File: src/rtl/asd_pkg.sv
// shared types, constants and helpers of the shake detector
`default_nettype none

package asd_pkg;

	localparam int TIME_W     = 32;
	localparam int NOW_W      = 32;
	localparam int ACCEL_W    = 16;
	localparam int SQ_W       = 2 * ACCEL_W - 1;
	localparam int MAG_W      = 32;
	localparam int CFG_IDX_W  = 3;
	localparam int CFG_DATA_W = 32;
	localparam int COUNT_W    = 8;

	localparam logic [COUNT_W-1:0] HIT_MAX = '1;

	localparam logic [31:0] RST_THRESHOLD_SQ  = 32'd67108864;
	localparam logic [15:0] RST_COOLDOWN_MS   = 16'd800;
	localparam logic [15:0] RST_WINDOW_MS     = 16'd500;
	localparam logic [15:0] RST_MIN_SPAN_MS   = 16'd120;
	localparam logic [7:0]  RST_HITS_REQUIRED = 8'd3;

	typedef enum logic [CFG_IDX_W-1:0] {
		REG_THRESHOLD_SQ  = 3'd0,
		REG_COOLDOWN_MS   = 3'd1,
		REG_WINDOW_MS     = 3'd2,
		REG_MIN_SPAN_MS   = 3'd3,
		REG_HITS_REQUIRED = 3'd4
	} cfg_reg_t;

	typedef logic [TIME_W-1:0] time_t;

	typedef struct packed {
		logic [31:0] threshold_sq;
		logic [15:0] cooldown_ms;
		logic [15:0] window_ms;
		logic [15:0] min_span_ms;
		logic [7:0]  hits_required;
	} cfg_t;

	typedef struct packed {
		logic            valid;
		logic [SQ_W-1:0] sq_x;
		logic [SQ_W-1:0] sq_y;
		logic [SQ_W-1:0] sq_z;
		time_t           now;
	} mag_beat_t;

	// timestamp reduced or zero-extended to the internal time width
	function automatic time_t to_time(input logic [NOW_W-1:0] v);
		logic [63:0] w;
		w = {{(64-NOW_W){1'b0}}, v};
		return w[TIME_W-1:0];
	endfunction

endpackage

`default_nettype wire

File: src/rtl/asd_cfg_regs.sv
// configuration registers of the shake detector
`default_nettype none

module asd_cfg_regs
	import asd_pkg::*;
(
	input  wire logic                  clk,
	input  wire logic                  arst_n,
	input  wire logic                  cfg_we,
	input  wire logic [CFG_IDX_W-1:0]  cfg_index,
	input  wire logic [CFG_DATA_W-1:0] cfg_data,
	output cfg_t                       cfg
);

	cfg_t cfg_q;

	always_ff @(posedge clk or negedge arst_n) begin
		if (!arst_n) begin
			cfg_q.threshold_sq  <= RST_THRESHOLD_SQ;
			cfg_q.cooldown_ms   <= RST_COOLDOWN_MS;
			cfg_q.window_ms     <= RST_WINDOW_MS;
			cfg_q.min_span_ms   <= RST_MIN_SPAN_MS;
			cfg_q.hits_required <= RST_HITS_REQUIRED;
		end else if (cfg_we) begin
			unique case (cfg_reg_t'(cfg_index))
				REG_THRESHOLD_SQ:  cfg_q.threshold_sq  <= cfg_data[31:0];
				REG_COOLDOWN_MS:   cfg_q.cooldown_ms   <= cfg_data[15:0];
				REG_WINDOW_MS:     cfg_q.window_ms     <= cfg_data[15:0];
				REG_MIN_SPAN_MS:   cfg_q.min_span_ms   <= cfg_data[15:0];
				REG_HITS_REQUIRED: cfg_q.hits_required <= cfg_data[7:0];
				default: begin
					// unmapped index, write dropped
				end
			endcase
		end
	end

	assign cfg = cfg_q;

endmodule

`default_nettype wire

File: src/rtl/asd_mag.sv
// input register and per-axis squaring stage
`default_nettype none

module asd_mag
	import asd_pkg::*;
(
	input  wire logic               clk,
	input  wire logic               arst_n,
	input  wire logic               in_valid,
	output logic                    in_stall,
	input  wire logic [ACCEL_W-1:0] accel_x,
	input  wire logic [ACCEL_W-1:0] accel_y,
	input  wire logic [ACCEL_W-1:0] accel_z,
	input  wire logic [NOW_W-1:0]   now_ms,
	input  wire logic               take,
	output mag_beat_t               beat
);

	logic                      valid_s1, valid_s2;
	logic signed [ACCEL_W-1:0] x_s1, y_s1, z_s1;
	time_t                     now_s1, now_s2;
	logic [SQ_W-1:0]           sqx_s2, sqy_s2, sqz_s2;
	logic signed [2*ACCEL_W-1:0] px, py, pz;
	logic                      adv_s1, adv_s2;

	// each stage moves when empty or when the one after it moves
	assign adv_s2   = !valid_s2 || take;
	assign adv_s1   = !valid_s1 || adv_s2;
	assign in_stall = !adv_s1;

	assign px = x_s1 * x_s1;
	assign py = y_s1 * y_s1;
	assign pz = z_s1 * z_s1;

	always_ff @(posedge clk or negedge arst_n) begin
		if (!arst_n) begin
			valid_s1 <= 1'b0;
			valid_s2 <= 1'b0;
		end else begin
			if (adv_s1) valid_s1 <= in_valid;
			if (adv_s2) valid_s2 <= valid_s1;
		end
	end

	always_ff @(posedge clk) begin
		if (adv_s1 && in_valid) begin
			x_s1   <= accel_x;
			y_s1   <= accel_y;
			z_s1   <= accel_z;
			now_s1 <= to_time(now_ms);
		end
		if (adv_s2 && valid_s1) begin
			// a square of a 16-bit value is nonnegative and fits 31 bits
			sqx_s2 <= px[SQ_W-1:0];
			sqy_s2 <= py[SQ_W-1:0];
			sqz_s2 <= pz[SQ_W-1:0];
			now_s2 <= now_s1;
		end
	end

	assign beat.valid = valid_s2;
	assign beat.sq_x  = sqx_s2;
	assign beat.sq_y  = sqy_s2;
	assign beat.sq_z  = sqz_s2;
	assign beat.now   = now_s2;

endmodule

`default_nettype wire

File: src/rtl/asd_detect.sv
// window, cooldown and peak tracking with the result register
`default_nettype none

module asd_detect
	import asd_pkg::*;
(
	input  wire logic             clk,
	input  wire logic             arst_n,
	input  wire cfg_t             cfg,
	input  wire mag_beat_t        beat,
	output logic                  take,
	output logic                  out_valid,
	input  wire logic             out_stall,
	output logic                  shake,
	output logic [MAG_W-1:0]      peak_sq
);

	time_t              last_q, start_q;
	logic [COUNT_W-1:0] count_q;
	logic [MAG_W-1:0]   peak_q;

	logic               out_valid_q, shake_q;
	logic [MAG_W-1:0]   peak_out_q;

	logic [MAG_W-1:0]   mag;
	time_t              since_last, since_start, span;
	logic               fire, cool, hit, restart, expired, confirm;
	logic [COUNT_W-1:0] next_count;
	logic [MAG_W-1:0]   next_peak;

	assign take = !out_valid_q || !out_stall;
	assign fire = beat.valid && take;

	always_comb begin
		mag = MAG_W'(beat.sq_x) + MAG_W'(beat.sq_y) + MAG_W'(beat.sq_z);
		since_last  = beat.now - last_q;
		since_start = beat.now - start_q;
		cool    = since_last < TIME_W'(cfg.cooldown_ms);
		hit     = mag > cfg.threshold_sq;
		expired = since_start > TIME_W'(cfg.window_ms);
		restart = (count_q == '0) || expired;
		if (restart) begin
			next_count = COUNT_W'(1);
			next_peak  = mag;
			span       = '0;
		end else begin
			next_count = (count_q < HIT_MAX) ? count_q + COUNT_W'(1) : count_q;
			next_peak  = (mag > peak_q) ? mag : peak_q;
			span       = since_start;
		end
		confirm = !cool && hit && (next_count >= cfg.hits_required)
			&& (span >= TIME_W'(cfg.min_span_ms));
	end

	always_ff @(posedge clk or negedge arst_n) begin
		if (!arst_n) begin
			last_q      <= '0;
			start_q     <= '0;
			count_q     <= '0;
			peak_q      <= '0;
			out_valid_q <= 1'b0;
		end else begin
			if (take) out_valid_q <= beat.valid;
			if (fire && !cool) begin
				if (hit) begin
					if (restart) start_q <= beat.now;
					peak_q  <= next_peak;
					count_q <= confirm ? '0 : next_count;
					if (confirm) last_q <= beat.now;
				end else if (count_q != '0 && expired) begin
					count_q <= '0;
				end
			end
		end
	end

	always_ff @(posedge clk) begin
		if (fire) begin
			shake_q    <= confirm;
			peak_out_q <= confirm ? next_peak : '0;
		end
	end

	assign out_valid = out_valid_q;
	assign shake     = shake_q;
	assign peak_sq   = peak_out_q;

endmodule

`default_nettype wire

File: src/rtl/accel_shake_detector_top.sv
// top level of the accelerometer shake detector
// The block takes one sample beat (signed x, y, z and a millisecond timestamp) per clock
// while in_stall is low and returns exactly one result beat for it: shake and the peak squared
// magnitude of the confirmed window (zero when no shake). A beat passes an input register, a
// squaring stage and the result register. A new sample can be taken every cycle while the
// result beat is not stalled, because the window, cooldown and peak state is updated in the
// single cycle in which a beat enters the result register. Input stall rises only while the
// pipeline is full and the result beat is stalled. Configuration writes take effect on the
// next edge and are meant to happen with the pipeline empty.
`default_nettype none

module accel_shake_detector_top
	import asd_pkg::*;
(
	input  wire logic                  clk,
	input  wire logic                  arst_n,
	input  wire logic                  cfg_we,
	input  wire logic [CFG_IDX_W-1:0]  cfg_index,
	input  wire logic [CFG_DATA_W-1:0] cfg_data,
	input  wire logic                  in_valid,
	output logic                       in_stall,
	input  wire logic [ACCEL_W-1:0]    accel_x,
	input  wire logic [ACCEL_W-1:0]    accel_y,
	input  wire logic [ACCEL_W-1:0]    accel_z,
	input  wire logic [NOW_W-1:0]      now_ms,
	output logic                       out_valid,
	input  wire logic                  out_stall,
	output logic                       shake,
	output logic [MAG_W-1:0]           peak_sq
);

	cfg_t      cfg;
	mag_beat_t beat;
	logic      take;

	asd_cfg_regs u_cfg (
		.clk       (clk),
		.arst_n    (arst_n),
		.cfg_we    (cfg_we),
		.cfg_index (cfg_index),
		.cfg_data  (cfg_data),
		.cfg       (cfg)
	);

	asd_mag u_mag (
		.clk      (clk),
		.arst_n   (arst_n),
		.in_valid (in_valid),
		.in_stall (in_stall),
		.accel_x  (accel_x),
		.accel_y  (accel_y),
		.accel_z  (accel_z),
		.now_ms   (now_ms),
		.take     (take),
		.beat     (beat)
	);

	asd_detect u_det (
		.clk       (clk),
		.arst_n    (arst_n),
		.cfg       (cfg),
		.beat      (beat),
		.take      (take),
		.out_valid (out_valid),
		.out_stall (out_stall),
		.shake     (shake),
		.peak_sq   (peak_sq)
	);

endmodule

`default_nettype wire

File: config.mk
export PLATFORM = sky130hd
export DESIGN_NAME = accel_shake_detector_top
export DESIGN_NICKNAME = d
export VERILOG_FILES = /design/src/rtl/asd_pkg.sv /design/src/rtl/asd_cfg_regs.sv /design/src/rtl/asd_mag.sv /design/src/rtl/asd_detect.sv /design/src/rtl/accel_shake_detector_top.sv
export SDC_FILE = /design/constraint.sdc
export NUM_CORES = 2
export LEC_CHECK = 0
export BUFFER_PORTS_ARGS = -buffer_cell sky130_fd_sc_hd__buf_4
export CAP_MARGIN = 20
export CORE_ASPECT_RATIO = 0.6
export CORE_UTILIZATION = 50
export DETAILED_ROUTE_END_ITERATION = 8
export HOLD_SLACK_MARGIN = 0.06
export PLACE_DENSITY = 0.72
export REMOVE_ABC_BUFFERS = 1
export SETUP_SLACK_MARGIN = 0.2
export SYNTH_ARGS = -nofsm -noshare
export SYNTH_HDL_FRONTEND = slang
export SYNTH_SLANG_ARGS = --single-unit
File: constraint.sdc
create_clock -name clk -period 18.9 [get_ports clk]
set_input_delay 4.725 -clock clk [delete_from_list [all_inputs] [get_ports clk]]
set_output_delay 4.725 -clock clk [all_outputs]
set_load 0.03 [all_outputs]
==> results.json <==
{
  "synthTopCellsByArea": "fa_1 29%, edfxtp_1 14%, ha_1 11%, dfrtp_1 8.9%, inv_1 8.3%",
  "post-cts-setup-buffers": 0,
  "dp_hpwl_mm": 97.81,
  "drv_slew": 0,
  "crit_family": "buffers and inverters",
  "cts_resized": 0,
  "grt_overflow_total": 0,
  "place_congestion": 0.9047,
  "syn2layout_area_growth_pct": 8.109,
  "ctsHoldBuffers": 0,
  "syn_inst": 4917,
  "clk_latency_ns": 0.64,
  "drt-wirelength-per-cell_um": 18.89,
  "cts_max_level": 2,
  "grt_pass1_vias": 35560,
  "cp_common_cell": "buf_4",
  "hold_viol": 0,
  "firstDrtPassIters": 6,
  "clock_path_buffers": 3,
  "grt_first_pass_wirelength_mm": 194.4,
  "fillers": 8659,
  "clock.fmax_mhz": 100.8,
  "die_h_um": 247.3,
  "relSlewSlack_pct": 11.43,
  "dieArea_sq_mm": 0.1016,
  "synth.yosys.warnings": 0,
  "final-setup-viol-count": 0,
  "setup_tns_ns": 0,
  "antenna_found_initial": 0,
  "cp-end-kind": "primary output",
  "cts_tree": "yes",
  "yosysSeqAreaShare_pct": 23.84,
  "rsz0062_at_grt": "no",
  "hp-class": "flop to flop",
  "ys_async_sr_fraction_pct": 45.35,
  "ant_nets": 0,
  "worstPathCellList": "buf_4, nand4_1, inv_1, buf_4",
  "ios": 155,
  "status": "complete, no violations",
  "routed_via_density": 5.384,
  "clock_sinks": 430,
  "regArea_sq_mm": 0.01196,
  "clk_pin_slew_ns": 0.07,
  "arrival_ns": 5.20,
  "synth-main-ff-cell": "edfxtp_1",
  "synth_cell_types": 105,
  "finalCritPeriodShare_pct": 52.51,
  "ys_seq_elements": 430,
  "finalCriticalPeriod_ns": 9.924,
  "final_cell_mix": "1,114 x inv_1, 732 x fa_1, 454 x ha_1",
  "routed_wirelength_mm": 120.5,
  "r2r_slack_ns": 10.95,
  "cpPeakStageDelay_ns": 0.15,
  "drc": 0,
  "tightest_slew_ns": 1.328,
  "cp-start-kind": "input pin",
  "crit_buf_inv": 3,
  "multi_input_area_sq_mm": 0.03344,
  "rows": 89,
  "num_antenna_cells": 0,
  "synth.top_cell.area_share_pct": 29.21,
  "path_class": "input pin to primary output",
  "final_common_cell": "inv_1",
  "yosysTopAreaCell": "fa_1",
  "coreArea_sq_mm": 0.09888,
  "numCtsBuffers": 46,
  "track_usage_pct": 24.34,
  "netlist_area_sq_mm": 0.05016,
  "synth_edf_count": 235,
  "avgSynthCellArea_sq_um": 10.20,
  "drive_gt1_share_pct": 8.221,
  "start_util_pct": 50.73,
  "path_max_fanout": 3,
  "nNetsFinal": 6329,
  "fin_skew_ns": 0.03320,
  "crit_required_ns": 14.18,
  "portBuffers": 154,
  "cts-root-buf": "clkbuf_16",
  "max-cap-violations": 0,
  "dr_total_vias": 34340,
  "cpMaxStageDelayCell": "buf_4",
  "grt_max_degree": 74,
  "fp.dieW_um": 410.9,
  "drtIter0Drc": 2726
}
## metrics by stage
stage                     cells  setup WS (ns)  area (sq um)  hold slack (ns)  utilization, %
after floorplan            4799          9.119         49570           0.4003               -
after global placement     6292          8.966         52550           0.4046           53.14
after detailed placement   6293          8.987         52550           0.4045           53.14
after CTS                  6378          8.985         54210           0.4133           54.82
after global routing       6379          8.943         54230           0.4190           54.84
final                      6379          8.976         54230           0.4119           54.84
## layout make-up
type / instances / area share [%]
clock buffer: 49 / 2.162
timing repair buffer: 176 / 2.457
tap: 1319 / 3.043
inverter: 1116 / 7.725
multi-input combinational: 3253 / 61.66
sequential: 430 / 22.05
clock inverter: 36 / 0.8999
## metal layers
layer | global-route usage, % | part of all wire, % | vias up
li1 | - | - | 15980
met2 | 36.69 | 43 | 1020
met4 | 4.236 | 1.6 | 0
met3 | 3.829 | 6.8 | 130
met5 | 0 | 0 | -
met1 | 37.34 | 48 | 17210
## synth_stat cells (all sizes together) (22+ instances only)
cell type and number:
mux2i 38, a21o 91, a211oi 28, a21oi 197, o21a 36, and3 25, xor2 49, fa 732
nand3 53, nand4 35, o21ai 169, o211ai 24, dfrtp 179, inv 1115, xnor2 127, nor2 191
and2 166, nand2 372, nor2b 25, buf 22, edfxtp 235, ha 454, nor3 38, nand2b 56
mux2 119, clkbuf 97
## sequential cells by signal, summed over array words and instances, names as in the netlist, 30 cells and up
| name | flops |
|---|---|
| u_det.peak_sq | 32 |
| u_mag.sqy_s2 | 30 |
| u_mag.sqx_s2 | 30 |
| u_det.peak_q | 32 |
| u_mag.now_s2 | 32 |
| u_det.start_q | 32 |
| u_cfg.cfg | 88 |
| u_det.last_q | 32 |
| u_mag.sqz_s2 | 30 |
| u_mag.now_s1 | 32 |
## cell families (layout without fill, tap and decap cells)
| family | after synthesis | count (layout) | share of synthesized area, % |
|---|---|---|---|
| other cells | 2 | 3 | 0.01497 |
| xor+xnor | 176 | 176 | 3.073 |
| simple gates | 1027 | 1027 | 10.05 |
| flops | 430 | 430 | 23.84 |
| compound gates | 704 | 704 | 9.294 |
| mux | 157 | 157 | 3.654 |
| fa+ha+maj | 1186 | 1186 | 40.54 |
| buf+inv | 1235 | 1377 | 9.539 |
## worst reg2reg max path: stages (launching register included)
cell	delay, ns
edfxtp_1	0.41
fa_1	0.47
ha_1	0.37
o21ai_0	0.33
a21oi_1	0.15
o2111ai_1	0.29
nand2_1	0.14
o21ai_0	0.41
a21oi_1	0.22
a21oi_1	0.31
mux2i_1	0.13
a221oi_1	1.03
ha_1	0.29
nand4_1	0.12
or2_2	0.36
nor3_1	0.40
nand4_1	0.25
a21o_1	0.23
a31oi_1	0.24
nand2_1	0.14
a21oi_2	0.41
nand2b_2	0.59
mux2_1	0.56
## path summary, 6_finish.rpt
check	endpoint	cells after the start	from
worst max-delay path	in_stall	4	out_stall
worst min-delay path	u_mag.now_s2[22]	0	u_mag.now_s1[22]
worst max register to register	u_det.start_q[31]	22	u_mag.sqz_s2[3]
worst min register to register	u_mag.now_s2[22]	0	u_mag.now_s1[22]
max in group asynchronous	u_det.peak_q[13]	3	arst_n
min in group asynchronous	u_cfg.cfg[44]	1	arst_n
Power is not shown: default switching activity piles up to over one toggle a cycle in this logic, so the estimate is an artifact.
